[src/dcps_ram.sv]
`default_nettype none
module dcps_ram #(
    parameter int WIDTH = 8,
    parameter int DEPTH = 16
) (
    input  wire logic                     clk,
    input  wire logic                     we,
    input  wire logic [$clog2(DEPTH)-1:0] waddr,
    input  wire logic [WIDTH-1:0]         wdata,
    input  wire logic [$clog2(DEPTH)-1:0] raddr,
    output logic      [WIDTH-1:0]         rdata
);
    logic [WIDTH-1:0] mem [DEPTH];

    always_ff @(posedge clk)
    begin
        if (we)
        begin
            mem[waddr] <= wdata;
        end
        rdata <= mem[raddr];
    end
endmodule
`default_nettype wire

[config.mk]
export PLATFORM = sky130hd
export DESIGN_NAME = dcps_ram
export DESIGN_NICKNAME = d
export VERILOG_FILES = /design/src/dcps_ram.sv
export SDC_FILE = /design/constraint.sdc
export NUM_CORES = 1
export LEC_CHECK = 0
export ABC_AREA = 0
export ABC_CLOCK_PERIOD_IN_PS = 4350
export BUFFER_PORTS_ARGS = -buffer_cell sky130_fd_sc_hd__buf_2
export CELL_PAD_IN_SITES_DETAIL_PLACEMENT = 0
export CELL_PAD_IN_SITES_GLOBAL_PLACEMENT = 1
export CORE_MARGIN = 2
export CORE_UTILIZATION = 25
export CTS_CLUSTER_SIZE = 12
export DETAILED_ROUTE_END_ITERATION = 8
export GPL_TIMING_DRIVEN = 1
export PLACE_DENSITY = 0.45
export REMOVE_ABC_BUFFERS = 1
export SLEW_MARGIN = 20
export SYNTH_ARGS = -nofsm -noshare
export SYNTH_HDL_FRONTEND = slang
export SYNTH_SLANG_ARGS = --single-unit
[constraint.sdc]
create_clock -name clk -period 4.35 [get_ports clk]
set_clock_uncertainty 0.1 [all_clocks]
set_input_delay 0.2175 -clock clk [delete_from_list [all_inputs] [get_ports clk]]
set_output_delay 0.2175 -clock clk [all_outputs]
set_load 0.01 [all_outputs]
Yosys cells after proc, flatten, opt, wreduce, memory -nomap -nowiden. Memory sizes are Yosys's and may differ from the RTL's. A register that Yosys moved wholly into a read port is not among the register bits. Cells that the tools add are included.

Bits in writable memories: 128. Register bits: 0. Memories: 1. Output and inout port bits: 8.

Multiplexer cells: 2.

Memory list: mem (words 16, bits a word 8, rd ports 1, clocked after Yosys merged registers in 1, wr ports 1, line 13) `logic [WIDTH-1:0] mem [DEPTH];`.

Operator list (number): 1-bit two-way mux (2).

Depth between registers and ports, before layout.
Depth in word-level cells: 2. Mapped depth: 5.

Least setup slack after synthesis. OpenSTA, ideal clock, no wires.

Path type: in2reg. Start: input port waddr[2]. End: memory mem[0][0] (enable). Setup slack: 2540 ps. Path buffers: 0. Stages: 2. Data arrival time: 1327 ps. Path through: or3b_2 > nor3_1.

RTL lines: start: declaration (line 8) `input wire logic [$clog2(DEPTH)-1:0] waddr,`; end: declaration (line 13).

Straight into the memory's write port.

==> Implementation_results.wiki <==
{| class="wikitable"
! Metric !! Value
|-
| Worst hold slack || ~0.11 ns
|-
| Post-layout net count || 286
|-
| Worst-path fanout max || 27
|-
| Leading cell types by count after synthesis || 128 x edfxtp_1, 18 x mux4_2, 16 x a22oi_1
|-
| Final critical delay including setup and external delays || 2.00 ns
|-
| Most used flip-flop cell after synthesis || edfxtp_1
|-
| Buffers from clock root to sink, at most || 2
|-
| Crit start category || input pin
|-
| Die extent in y || roughly 150 um
|-
| Routability cong. || around 0.67
|-
| Initial standard-cell utilization of the core || 0.254
|-
| Drt first pass iters || 4
|-
| Critical path's largest stage delay || between 0.7 and 0.8 ns
|-
| Share of async-settable or async-resettable flops after synthesis || 0
|-
| Wire per inst || 19.7 um
|-
| Final cell utilization of the core || 0.301
|-
| Number of design rule violations left after detail routing || 0
|-
| Dominant cell type by area after synthesis || edfxtp_1
|-
| Vias after detailed routing || 2338
|-
| Clock transition at the registers of the reported paths || 0.05 ns
|-
| Number of distinct standard cells referenced by the synthesized netlist || 19
|-
| Top cells by area in the synthesized netlist || edfxtp_1 75%, mux4_2 7.9%, mux4_1 7.1%
|-
| Fmax achieved || 500 MHz
|-
| Worst path arrival time || roughly 2.2 ns
|-
| Combined area of all synthesized cells || about 5000 um2
|-
| Most repeated cell in the gate-level netlist after synthesis || edfxtp_1
|-
| Number of antenna repair diodes || 0
|-
| Yosys warns || 0
|-
| Top-area cell type share of the netlist area || 0.747
|-
| Cts-stage hold buffer count || 0
|-
| ANT nets after route || 0
|-
| Number of resized instances in the post-cts repair step || 0
|-
| Crit Path Class || in -> reg
|-
| Total Neg Setup Slack || 0 ns
|-
| Outcome || completed
|-
| Number of synthesized register bits || 136
|-
| Number of enable-type register cells in the synthesized netlist || 128
|-
| Die Wd || 147 um
|-
| Count of port buffers added during placement || 25
|-
| Switch share || 0.202
|-
| Unrepaired setup endpoints after global routing || false
|-
| Setup crit end kind || flip-flop
|-
| Top Metal Used || met4
|-
| Estimated wirelength of the detail-placed design || 6710 um
|-
| Met3 routed wirelength || around 270 um
|-
| Required time at the endpoint of the critical path || 4.53 ns
|-
| Combinational power share || 0.047
|-
| Slowest stage cell, crit path || buf_2
|-
| Die area || 21800 um2
|-
| Ordered list of cells on the worst path || buf_2 > buf_4 > mux4_1 > a22oi_1 > nand2_1
|-
| Detailed-route vias per instance || 4.24
|-
| All-Layer GR Usage || 0.109
|-
| Count of max-cap constraint violations || 0
|-
| Post-CTS Setup Bufs || 0
|-
| Antenna violations before repair || 0
|-
| Share of total power in the clock network || 0.440
|-
| Clk root buf || clkbuf_16
|-
| Fill cell instance count of the final layout || 1970
|-
| Syn Area/Cell || 22.5 um2
|-
| Internal Pwr Total || 2.29 mW
|-
| Maximum number of pins on one net before global-route repair || 33
|-
| Peak supply drop || between 0.2 and 0.3 mV
|-
| Switching power of the nets || about 0.58 mW
|-
| Min-Delay Path Class || in -> reg
|-
| Clock latency on the worst-skew pair || 0.40 ns
|-
| Clock tree from TritonCTS || yes
|-
| Layout area overhead || 18.2%
|-
| Actual slew at the worst max-slew pin || 1.04 ns
|-
| Share of the clock period used by the worst path || 0.460
|-
| Layout cells sized above 1 || 0.267
|-
| Vias in the first global route || ~2600
|-
| Synthesized instance count || 229
|-
| Fraction of the yosys area taken by sequential cells || 0.778
|-
| Seq pwr share || 0.513
|-
| Placeable core area || 20200 um2
|-
| Metal2 WL || 5340 um
|-
| Met1 wire length || 5170 um
|-
| Count of clock tree sinks || approximately 140
|-
| Leakage || 1.98 nW
|-
| Global-route wire length before repair || around 17000 um
|-
| Pwr Total || 2.88 mW
|-
| Final number of max-transition violations || 0
|-
| Power density of the placed cells || 473 nW/um2
|-
| Count of standard-cell rows || 52
|-
| Count of routing violations after the opening detailed-route iteration || 129
|-
| Setup-violating endpoint count in the final report || 0
|-
| Register-to-register setup slack || 2.83 ns
|-
| Remaining Overflow, GRT || 0
|-
| Worst slew margin relative to its limit || 0.303
|-
| Final hold violations || 0
|-
| Total wire length || 10900 um
|-
| # IOs || 26
|-
| H-tree levels || 4
|-
| Total clock buffers created by CTS || 17
|}
## cells in the final DEF (no fill, tap or decap), drive strengths merged, types with 2 or more instances in the layout
cell,instances
clkbuf,21
a22oi,16
clkinvlp,2
clkinv,8
nand3b,2
nor3,4
nand2,9
nor2,13
mux4,32
buf,30
nand2b,2
edfxtp,128
dfxtp,8
## power by group through the flow
stage | logic [mW] | registers [mW] | clock network [mW]
after floorplan | 0.0587 | 1.50 | 0
after global placement | 0.135 | 1.50 | 0
after detailed placement | 0.139 | 1.50 | 0
after CTS | 0.139 | 1.47 | 1.30
after global routing | 0.149 | 1.48 | 1.36
final | 0.135 | 1.47 | 1.27
## per-layer routing
| metal | GRT usage | vias up |
|---|---|---|
| li1 | - | 1052 |
| met2 | 0.172 | 40 |
| met4 | 0.0332 | 0 |
| met3 | 0.0336 | 5 |
| met5 | 0 | - |
| met1 | 0.144 | 1241 |
## worst paths after layout
path	startpoint	end	cells past startpoint
setup / recovery	raddr[0]	rdata[1]$_DFF_P_	5
hold / removal	wdata[5]	mem[7][5]$_DFFE_PP_	1
setup reg to reg	mem[5][2]$_DFFE_PP_	rdata[2]$_DFF_P_	3
hold reg to reg	mem[15][6]$_DFFE_PP_	rdata[6]$_DFF_P_	3
## flip-flops by register name (all words and copies together) (netlist names)
register  cells
mem         128
rdata         8
## through the flow
stage	cell area (um2)	worst slack (ns)	std cells
5_1_grt	6080	2.19	551
4_1_cts	6080	2.30	551
6_report	6080	2.35	551
3_3_place_gp	5560	1.92	519
3_5_place_dp	5560	1.90	519
2_1_floorplan	5060	2.54	219
## area by class of cell
cell class	instances	area [um2]	share of cell area
clock buffer	21	440	0.0724
sequential	136	4000	0.658
timing repair buffer	30	163	0.0267
multi-input combinational	83	1060	0.174
clock inverter	11	82.6	0.0136
tap	270	338	0.0555
## cell families after synthesis
group	after synthesis	synth area share
AO/OA/AOI/OAI	16	0.0233
AND/OR/NAND/NOR	35	0.0318
flip-flops	136	0.778
multiplexers	32	0.150
buffers and inverters	10	0.0168
## worst max-delay path, delay by kind of cell
family	cells	cell delay, ns
compound gates	1	0.22
buf+inv	2	1.04
mux	1	0.59
simple gates	1	0.09
No activity file was read; power rests on OpenSTA's default activity.
